## config.mk

```make
export PLATFORM = sky130hd
export DESIGN_NAME = kds_div1000
export DESIGN_NICKNAME = d
export VERILOG_FILES = /design/src/sv/kds_pkg.sv /design/src/sv/kds_div1000.sv
export SDC_FILE = /design/constraint.sdc
export NUM_CORES = 1
export LEC_CHECK = 0
export ABC_AREA = 1
export BUFFER_PORTS_ARGS = -buffer_cell sky130_fd_sc_hd__buf_4
export CORE_AREA = 8 8 164 166
export DETAILED_ROUTE_END_ITERATION = 10
export DIE_AREA = 0 0 172 174
export HOLD_SLACK_MARGIN = 0.05
export PLACE_DENSITY = 0.54
export SLEW_MARGIN = 10
export SYNTH_ARGS = -nofsm -noshare
export SYNTH_HDL_FRONTEND = slang
export SYNTH_SLANG_ARGS = --single-unit
```

## constraint.sdc

```tcl
create_clock -name clk -period 5.9 [get_ports clk]
set_input_delay 0.885 -clock clk [delete_from_list [all_inputs] [get_ports clk]]
set_output_delay 0.885 -clock clk [all_outputs]
set_load 0.05 [all_outputs]
```

## src/sv/kds_pkg.sv

```systemverilog
`default_nettype none
// ----------------------------------------------------------------------------
// kds_pkg
// shared types, codes and constants of the keyframe displacement sampler
// ----------------------------------------------------------------------------
package kds_pkg;

    // table size default and fixed data widths
    localparam int unsigned MAX_FRAMES_DEF = 1024;
    localparam int unsigned DATA_W         = 32;
    localparam int unsigned FPS_W          = 10;
    localparam int unsigned ALPHA_W        = 16;
    localparam int unsigned POS_W          = 42;
    localparam int unsigned LANES          = 6;

    // divide-by-1000 unit: reciprocal multiply with one correction step
    localparam int unsigned            DIV_NW = 26;
    localparam int unsigned            DIV_KW = 17;
    localparam int unsigned            DIV_QW = 17;
    localparam int unsigned            DIV_RW = 10;
    localparam logic [DIV_RW-1:0]      DIVISOR = 10'd1000;
    localparam logic [DIV_KW-1:0]      DIV_K  = DIV_KW'((64'd1 << DIV_NW) / 64'd1000);

    localparam logic [DATA_W-1:0]      Q_MIN   = 32'h8000_0000;
    localparam logic [FPS_W-1:0]       FPS_RST = 10'd30;

    // register index
    localparam logic REG_IDX_FPS = 1'b0;

    // opcodes
    localparam logic OP_APPEND = 1'b0;
    localparam logic OP_QUERY  = 1'b1;

    // status codes
    localparam logic [1:0] ST_OK    = 2'd0;
    localparam logic [1:0] ST_OVF   = 2'd1;
    localparam logic [1:0] ST_FULL  = 2'd2;
    localparam logic [1:0] ST_EMPTY = 2'd3;

    typedef struct packed {
        logic               opcode;
        logic               restart;
        logic signed [31:0] dummy_x;
        logic signed [31:0] dummy_y;
        logic signed [31:0] dummy_z;
        logic signed [31:0] pelvis_x;
        logic signed [31:0] pelvis_y;
        logic        [31:0] time_ms;
    } item_t;

    typedef struct packed {
        logic        [1:0]  status;
        logic signed [31:0] phys_out_x;
        logic signed [31:0] phys_out_y;
        logic signed [31:0] phys_out_z;
        logic signed [31:0] offset_out_x;
        logic signed [31:0] offset_out_y;
        logic signed [31:0] offset_out_z;
    } result_t;

    typedef struct packed {
        logic               wr_en;
        logic               rd_en;
        logic [ALPHA_W-1:0] alpha;
    } lane_ctl_t;

    typedef enum logic [3:0] {
        S_IDLE,
        S_APPEND,
        S_QMUL,
        S_QDIV1,
        S_QWAIT1,
        S_QWAIT2,
        S_READ,
        S_LERP,
        S_EMIT
    } state_t;

endpackage

`default_nettype wire

```

## src/sv/kds_div1000.sv

```systemverilog
`default_nettype none
// ----------------------------------------------------------------------------
// kds_div1000
// staged divide by 1000 of a 26-bit value; the later stages reuse the dividend register
// ----------------------------------------------------------------------------
module kds_div1000
(
    input  wire logic                        clk,
    input  wire logic                        rst_n,
    input  wire logic                        start,
    input  wire logic [kds_pkg::DIV_NW-1:0]  n,
    output logic                             done,
    output logic      [kds_pkg::DIV_QW-1:0]  q,
    output logic      [kds_pkg::DIV_RW-1:0]  r
);

    localparam int unsigned PW = kds_pkg::DIV_NW + kds_pkg::DIV_KW;
    localparam int unsigned CW = kds_pkg::DIV_NW + 1;

    logic [kds_pkg::DIV_NW-1:0] n_reg;
    logic [kds_pkg::DIV_QW-1:0] qe_reg;
    logic [kds_pkg::DIV_RW:0]   r0_reg;
    logic [kds_pkg::DIV_QW-1:0] q_reg;
    logic [kds_pkg::DIV_RW-1:0] r_reg;
    logic                       s1_reg;
    logic                       s2_reg;
    logic                       s3_reg;
    logic                       done_reg;

    logic [PW-1:0] prod;
    logic [CW-1:0] back;
    logic [CW-1:0] diff;
    logic          over;

    // estimate never exceeds the true quotient and is at most one below it
    assign prod = PW'(n_reg) * PW'(kds_pkg::DIV_K);
    assign back = CW'(qe_reg) * CW'(kds_pkg::DIVISOR);
    assign diff = CW'(n_reg) - back;
    assign over = (r0_reg >= (kds_pkg::DIV_RW + 1)'(kds_pkg::DIVISOR));

    always_ff @(posedge clk or negedge rst_n)
    begin
        if (!rst_n)
        begin
            s1_reg   <= 1'b0;
            s2_reg   <= 1'b0;
            s3_reg   <= 1'b0;
            done_reg <= 1'b0;
        end
        else
        begin
            s1_reg   <= start;
            s2_reg   <= s1_reg;
            s3_reg   <= s2_reg;
            done_reg <= s3_reg;
        end
    end

    always_ff @(posedge clk)
    begin
        if (start)
        begin
            n_reg <= n;
        end
        if (s1_reg)
        begin
            qe_reg <= prod[kds_pkg::DIV_NW +: kds_pkg::DIV_QW];
        end
        if (s2_reg)
        begin
            r0_reg <= diff[kds_pkg::DIV_RW:0];
        end
        if (s3_reg)
        begin
            if (over)
            begin
                q_reg <= qe_reg + kds_pkg::DIV_QW'(1);
                r_reg <= kds_pkg::DIV_RW'(r0_reg - (kds_pkg::DIV_RW + 1)'(kds_pkg::DIVISOR));
            end
            else
            begin
                q_reg <= qe_reg;
                r_reg <= r0_reg[kds_pkg::DIV_RW-1:0];
            end
        end
    end

    assign done = done_reg;
    assign q    = q_reg;
    assign r    = r_reg;

    a_rem_range: assert property (@(posedge clk) disable iff (!rst_n)
        done_reg |-> (r_reg < kds_pkg::DIVISOR))
        else $error("divider remainder out of range");

    a_quot_exact: assert property (@(posedge clk) disable iff (!rst_n)
        done_reg |-> ((CW'(q_reg) * CW'(kds_pkg::DIVISOR) + CW'(r_reg)) == CW'(n_reg)))
        else $error("divider quotient and remainder do not rebuild the dividend");

endmodule

`default_nettype wire

```

==> implementation parameters, run 1 <==
Parameter                              Value

Clock network
  Clock tree from TritonCTS    done
  Root buffer cell    sky130_fd_sc_hd__clkbuf_16
  Resize count post-CTS    0
  Source-to-sink clock delay at the later pin of the worst-skew pair    0.35 ns
  Hold bufs inserted after CTS    0
  Buffer levels on the longest clock path    2
  Clock Sink Count    85
  Number of buffers added by the clock tree synthesis step    9
  Clock input transition at the sequential cells of the worst setup and hold paths    ~0.070 ns
  Max H-tree Level    3
  Total setup buffers inserted after CTS    0

Logic synthesis
  YS warnings    0
  Largest area contributor in the netlist    sky130_fd_sc_hd__ha_1
  Dominant synthesized flop cell    sky130_fd_sc_hd__edfxtp_1
  Compound-cell area share of the yosys netlist    under 10%
  Cell area after synthesis    just over 9000 um^2
  Number of synthesized flops with an enable pin    81
  FFs w/ async S/R, synth    4.71%
  Sequential cell area fraction in the yosys report    27.3%
  Number of standard cells after synthesis    983
  Number of nets in the synthesized netlist    1,277
  Count of cell types in the netlist    38
  Post-synthesis sequential element count    85
  Post-synthesis share of cell area spent on xor and xnor gates    3.39%
  Mux cell area share after synthesis    0%
  Simple-Gate Fraction of Synth Area    14.7%
  Combinational family with the most area after synthesis    adder cells
  Largest cells by area after synthesis    sky130_fd_sc_hd__ha_1 27%, sky130_fd_sc_hd__edfxtp_1 26%, sky130_fd_sc_hd__fa_1 14%
  Mean cell area of the mapped netlist    9.42 um^2
  Share of synthesized cell area in full adder, half adder and majority cells    41.2%
  Area fraction of the dominant cell type after synthesis    26.8%

STA
  Pins Over Slew Limit    0
  Final clock skew    0.0106 ns
  Unrepaired setup endpoints after global routing    false
  Rel. slew slack    30.1%
  Final sum of negative setup slack    0 ns
  Worst Tran Pin Value    1.05 ns
  Fmax    about 0.21 GHz
  Endpoints failing hold    0
  Setup-failing EPs final    0
  Share of the clock period used by the worst path    81.3%
  Final period demand of the worst path    4.80 ns

GRT
  Global-route usage over all layers    15.1%
  Number of antenna violations at the first check in global routing    0
  Pin count of the biggest net entering global routing    42
  Number of global-route vias before repair    6,900
  Wire length of the first global-routing pass    roughly 35 mm
  Total overflow reported by the global router    0

Layout
  Layout cell share with drive strength beyond 1    7.71%
  Final cell count without fillers    around 1,400
  Diodes inserted    0
  Signed area change from the synthesized netlist to the final layout    11.6%
  Largest register FFs    26
  Fraction of the core area covered by cells at the end of the flow    42.1%
  Layout net count    1,340

Detailed routing
  Detailed-route wire length    around 22 mm
  Routed length per instance    15.9 um
  Remaining antenna violation count    0
  Violation count after the first detailed-route iteration    312
  DRC violations left    0
  DR vias    between 6,000 and 7,000
  Avg Vias per Cell    slightly below 5
  TritonRoute pass-1 iters    6

Worst setup path
  Cell at the slowest stage of the critical path    sky130_fd_sc_hd__edfxtp_1
  Class of the most critical setup path    flop to flop
  R2R setup slack    1.10 ns
  Crit path largest cell delay    0.58 ns
  Critical path, cell by cell    ha_1 -> ha_1 -> fa_1 -> fa_1 -> fa_1 -> ha_1 -> ha_1 -> a21oi_1 -> o21ai_0 -> and2_1 -> o21ai_0 -> nand3_1 -> nand2_1 -> nand2_1
  Launch instance of the worst register-to-register path    n_reg[7]$_DFFE_PP_
  Data required time at the worst endpoint    5.99 ns
  Most frequent CP cell    sky130_fd_sc_hd__ha_1
  CP startpoint kind    flop
  Worst path arrival time    4.89 ns
  R2R depth    14
  Critical-path maximum fanout    6
  Critical path endpoint category    flop
  Worst reg2reg endpoint    qe_reg[5]$_DFFE_PP_
  Worst setup startpoint    n_reg[7]$_DFFE_PP_

Placement
  Count of input and output buffers    56
  DP Wirelength    18.9 mm
  DP Cell Count    1,365
  Placer's final routability congestion estimate    0.843

Floorplan
  I/O Pins    57
  Die extent in y    174 um
  Area of the die    about 30,000 um^2
  Std-Cell Rows    58
  Core area    24,500 um^2
  Initial core utilization    between 30 and 40%
  Horiz. Die Dim    172 um

Hold path
  Type of the worst min-delay path    primary input to asynchronous set/reset pin

Status
  Status    complete, no violations

Run
  Max-cap violations    0
-- how the worst max path moves through the flow --
stage,cells past startpoint,slack (ns),to
global route,15,0.96,qe_reg[14]$_DFFE_PP_
detailed placement,14,1.18,qe_reg[5]$_DFFE_PP_
finish,14,1.10,qe_reg[5]$_DFFE_PP_
global placement,14,1.19,qe_reg[5]$_DFFE_PP_
CTS,14,1.15,qe_reg[5]$_DFFE_PP_
floorplan,14,1.78,r0_reg[10]$_DFFE_PP_
-- logic make-up (layout without fill, tap and decap cells) --
family	count (synthesis)	in the layout
adders and majority gates	265	265
xor gates and xnor gates	35	35
buffers and inverters	163	231
and+or+nand+nor	321	321
AOI/OAI and AO/OA	114	114
DFF	85	85
-- critical path, delay by kind of cell (launching register included) --
| family | cells | cell delay [ns] |
|---|---|---|
| fa+ha+maj | 7 | 2.72 |
| compound gates | 3 | 0.78 |
| flops | 1 | 0.58 |
| simple gates | 4 | 0.45 |
-- layer usage --
metal  vias up  share of wire (%)  track usage (%)
li1       3409                  -                -
met2       117                 50             27.1
met5         -                  0                0
met4         0                2.6             5.39
met3        37                3.0             1.66
met1      3136                 45             18.2
-- through the flow --
stage	hold WS, ns	instance area [um^2]	setup WS [ns]
after floorplan	0.428	9260	1.78
after global placement	0.441	10100	1.19
after detailed placement	0.443	10100	1.18
after CTS	0.312	10300	1.15
after global routing	0.312	10300	0.956
final	0.322	10300	1.10
-- final cells by class --
type                            count  area, um^2
Tap cell                          330         413
Timing Repair Buffer               56         420
Clock inverter                      6        46.3
Sequential cell                    85        2530
Fill cell                        2432       14200
Clock buffer                       10         229
Multi-Input combinational cell    735        6100
Inverter                          159         597
-- cells in the final DEF, fill, tap and decap left out, types with 2 or more instances in the layout --
master | synthesis | final
sky130_fd_sc_hd__a21o_1 | 3 | 3
sky130_fd_sc_hd__a21oi_1 | 46 | 46
sky130_fd_sc_hd__buf_4 | 2 | 56
sky130_fd_sc_hd__clkbuf_16 | 0 | 9
sky130_fd_sc_hd__clkinvlp_4 | 0 | 2
sky130_fd_sc_hd__dfrtp_1 | 4 | 4
sky130_fd_sc_hd__edfxtp_1 | 81 | 81
sky130_fd_sc_hd__fa_1 | 67 | 67
sky130_fd_sc_hd__ha_1 | 198 | 198
sky130_fd_sc_hd__inv_1 | 157 | 157
sky130_fd_sc_hd__inv_2 | 2 | 2
sky130_fd_sc_hd__inv_6 | 0 | 2
sky130_fd_sc_hd__nand2_1 | 178 | 178
sky130_fd_sc_hd__nand2_2 | 3 | 3
sky130_fd_sc_hd__nand3_1 | 34 | 34
sky130_fd_sc_hd__nand3b_1 | 4 | 4
sky130_fd_sc_hd__nand4_1 | 8 | 8
sky130_fd_sc_hd__nor2_1 | 70 | 70
sky130_fd_sc_hd__nor3_1 | 14 | 14
sky130_fd_sc_hd__nor4_1 | 4 | 4
sky130_fd_sc_hd__o21ai_0 | 54 | 54
sky130_fd_sc_hd__o21bai_1 | 2 | 2
sky130_fd_sc_hd__o31ai_1 | 2 | 2
sky130_fd_sc_hd__xnor2_1 | 4 | 4
sky130_fd_sc_hd__xor2_1 | 30 | 30
-- Yosys cell counts (2+ instances only) --
cell	count
sky130_fd_sc_hd__a21oi_1	46
sky130_fd_sc_hd__nand4_1	8
sky130_fd_sc_hd__nor2_1	70
sky130_fd_sc_hd__nor4_1	4
sky130_fd_sc_hd__nand3b_1	4
sky130_fd_sc_hd__xor2_1	30
sky130_fd_sc_hd__nand2_1	178
sky130_fd_sc_hd__o21ai_0	54
sky130_fd_sc_hd__inv_1	157
sky130_fd_sc_hd__nor3_1	14
sky130_fd_sc_hd__xnor2_1	4
sky130_fd_sc_hd__dfrtp_1	4
sky130_fd_sc_hd__o31ai_1	2
sky130_fd_sc_hd__fa_1	67
sky130_fd_sc_hd__nand3_1	34
sky130_fd_sc_hd__ha_1	198
sky130_fd_sc_hd__a21o_1	3
sky130_fd_sc_hd__inv_2	2
sky130_fd_sc_hd__o21bai_1	2
sky130_fd_sc_hd__nand2_2	3
sky130_fd_sc_hd__buf_4	2
sky130_fd_sc_hd__edfxtp_1	81
Power of run 1 is not shown: default switching activity piles up to over one toggle a cycle in this logic, so the estimate is an artifact.
==> run 2: changes to the inputs <==
- clock period: 5.9 -> 4.7 ns (I/O delays scaled with it)
==> run 2 against run 1 <==
Net effect: final cell count grew 2.5%; die area stayed put; count of clock-buffer cells in the layout unchanged; sequential share of layout area shrank 0.75 points; critical endpoint is now qe_reg[4]$_DFFE_PP_; largest cell class unchanged.
==> implementation parameters, run 2 (synthesized netlist as in run 1, its figures left out) <==
Parameter                              Value

Run
  Max-cap violations    0

Layout
  Layout net count    1,375
  Most common library cell in the layout ignoring fill and taps    sky130_fd_sc_hd__ha_1
  Layout cell share with drive strength beyond 1    11.6%
  Most frequent cells in the layout    197 x sky130_fd_sc_hd__ha_1, 176 x sky130_fd_sc_hd__nand2_1, 157 x sky130_fd_sc_hd__inv_1
  Largest register FFs    26
  Signed area change from the synthesized netlist to the final layout    15.1%
  Final-layout fill cell count    2,430
  Diodes inserted    0

Worst setup path
  Data required time at the worst endpoint    4.78 ns
  Critical-path maximum fanout    4
  Critical path endpoint category    flop
  Class of the most critical setup path    flop to flop
  R2R setup slack    0.18 ns
  CP startpoint kind    flop
  Launch instance of the worst register-to-register path    n_reg[6]$_DFFE_PP_
  R2R depth    16
  Endpoint of the worst setup timing path    qe_reg[4]$_DFFE_PP_
  Worst path arrival time    around 4.6 ns
  Worst setup startpoint    n_reg[6]$_DFFE_PP_
  Worst reg2reg endpoint    qe_reg[4]$_DFFE_PP_

STA
  Final clock skew    0.0107 ns
  Final period demand of the worst path    4.52 ns
  Setup-failing EPs final    0
  Worst Tran Pin Value    between 1 and 1.5 ns
  Pins Over Slew Limit    0
  Rel. slew slack    26.9%
  Fmax    0.221 GHz
  Share of the clock period used by the worst path    96.1%
  Endpoints failing hold    0
  Final sum of negative setup slack    0 ns

Detailed routing
  Avg Vias per Cell    4.88
  Routed length per instance    roughly 16 um
  Detailed-route wire length    22.7 mm
  TritonRoute pass-1 iters    5
  DRC violations left    0
  DR vias    between 6,000 and 7,000
  Violation count after the first detailed-route iteration    ~370
  Remaining antenna violation count    0

Placement
  DP Wirelength    roughly 20 mm
  Placer's final routability congestion estimate    0.944
  Count of input and output buffers    56

Clock network
  Number of buffers added by the clock tree synthesis step    9
  Source-to-sink clock delay at the later pin of the worst-skew pair    0.35 ns
  Max H-tree Level    3
  Clock input transition at the sequential cells of the worst setup and hold paths    0.07 ns
  Root buffer cell    sky130_fd_sc_hd__clkbuf_16
  Clock tree from TritonCTS    done
  Hold bufs inserted after CTS    0
  Buffer levels on the longest clock path    2
  Clock Sink Count    85

GRT
  Pin count of the biggest net entering global routing    42
  Global-route usage over all layers    15.7%
  Wire length of the first global-routing pass    36.9 mm
  Total overflow reported by the global router    0
  Number of global-route vias before repair    7,240
  Number of antenna violations at the first check in global routing    0

Status
  Status    complete, no violations

Floorplan
  Area of the die    29,900 um^2
  Std-Cell Rows    58
  Die extent in y    174 um
  Core area    24,500 um^2
  Initial core utilization    between 30 and 40%
  Horiz. Die Dim    roughly 170 um
  I/O Pins    57

Hold path
  Type of the worst min-delay path    primary input to asynchronous set/reset pin
[run 2: changes by cell type in the layout (fill, tap and decap cells not counted), moves of 2 or more]
cell and change:
sky130_fd_sc_hd__a21oi_2 +3, sky130_fd_sc_hd__nor2_2 +4, sky130_fd_sc_hd__nor2_1 -4, sky130_fd_sc_hd__o21ai_1 +7, sky130_fd_sc_hd__nand2_2 +2, sky130_fd_sc_hd__o21ai_0 -7
sky130_fd_sc_hd__buf_4 +35, sky130_fd_sc_hd__nand2_1 -2, sky130_fd_sc_hd__a21oi_1 -3
[run 2: worst max-delay path, stage by stage, from the launching register on]
cell                       delay [ns]
sky130_fd_sc_hd__edfxtp_1        0.49
sky130_fd_sc_hd__ha_1            0.34
sky130_fd_sc_hd__ha_1            0.14
sky130_fd_sc_hd__inv_1           0.05
sky130_fd_sc_hd__fa_1            0.50
sky130_fd_sc_hd__fa_1            0.49
sky130_fd_sc_hd__inv_1           0.05
sky130_fd_sc_hd__fa_1            0.47
sky130_fd_sc_hd__ha_1            0.31
sky130_fd_sc_hd__ha_1            0.35
sky130_fd_sc_hd__nand2_2         0.12
sky130_fd_sc_hd__inv_1           0.06
sky130_fd_sc_hd__a21oi_1         0.20
sky130_fd_sc_hd__nor2_1          0.08
sky130_fd_sc_hd__o21ai_0         0.23
sky130_fd_sc_hd__nand3b_1        0.16
sky130_fd_sc_hd__xor2_1          0.19
[run 2: layout make-up]
class / count / area (um^2) / area share (%)
clock buffers: 10 / 229 / 2.15
clock inverters: 6 / 70.1 / 0.657
inverters: 159 / 597 / 5.60
multi-input cells: 735 / 6130 / 57.6
flip-flops and latches: 85 / 2530 / 23.8
well taps: 330 / 413 / 3.87
repair buffers: 91 / 683 / 6.41
[run 2: worst min path at each step]
stage / slack, ns / to / depth (start not counted)
6_report: 0.14 / s2_reg$_DFF_PN0_ / 1
4_1_cts: 0.13 / s2_reg$_DFF_PN0_ / 1
2_1_floorplan: 0.41 / done$_DFF_PN0_ / 0
3_5_place_dp: 0.44 / r[2]$_DFFE_PP_ / 0
5_1_grt: 0.13 / s2_reg$_DFF_PN0_ / 1
3_3_place_gp: 0.44 / r[2]$_DFFE_PP_ / 0
[run 2: metrics by stage]
step	cell area [um^2]	hold WS (ns)	instances	setup slack [ns]	utilization, %
6_report	10700	0.141	1416	0.184	43.5
5_1_grt	10700	0.133	1416	-0.0248	43.5
4_1_cts	10500	0.128	1401	0.0315	42.8
3_5_place_dp	10200	0.441	1385	0.0575	41.6
3_3_place_gp	10200	0.443	1385	0.000216	41.6
2_1_floorplan	9260	0.409	983	0.575	-
[run 2: what timing repair did]
| action | 4_1_cts | 5_1_grt |
|---|---|---|
| hold endpoints to repair | 0 | 0 |
| endpoints found under the setup margin | 0 | 17 |
| setup buffers | 0 | 15 |
| resized for setup | 0 | 17 |
[run 2: layer usage]
layer | wire [um] | vias to the layer above | share of wire (%) | track usage, %
met3 | 674 | 39 | 3.0 | 1.77
li1 | - | 3488 | - | -
met1 | 10100 | 3272 | 45 | 18.9
met4 | 656 | 0 | 2.9 | 5.64
met2 | 11300 | 115 | 50 | 28.1
met5 | 0 | - | 0 | 0
Power of run 2 is left out for the same reason.
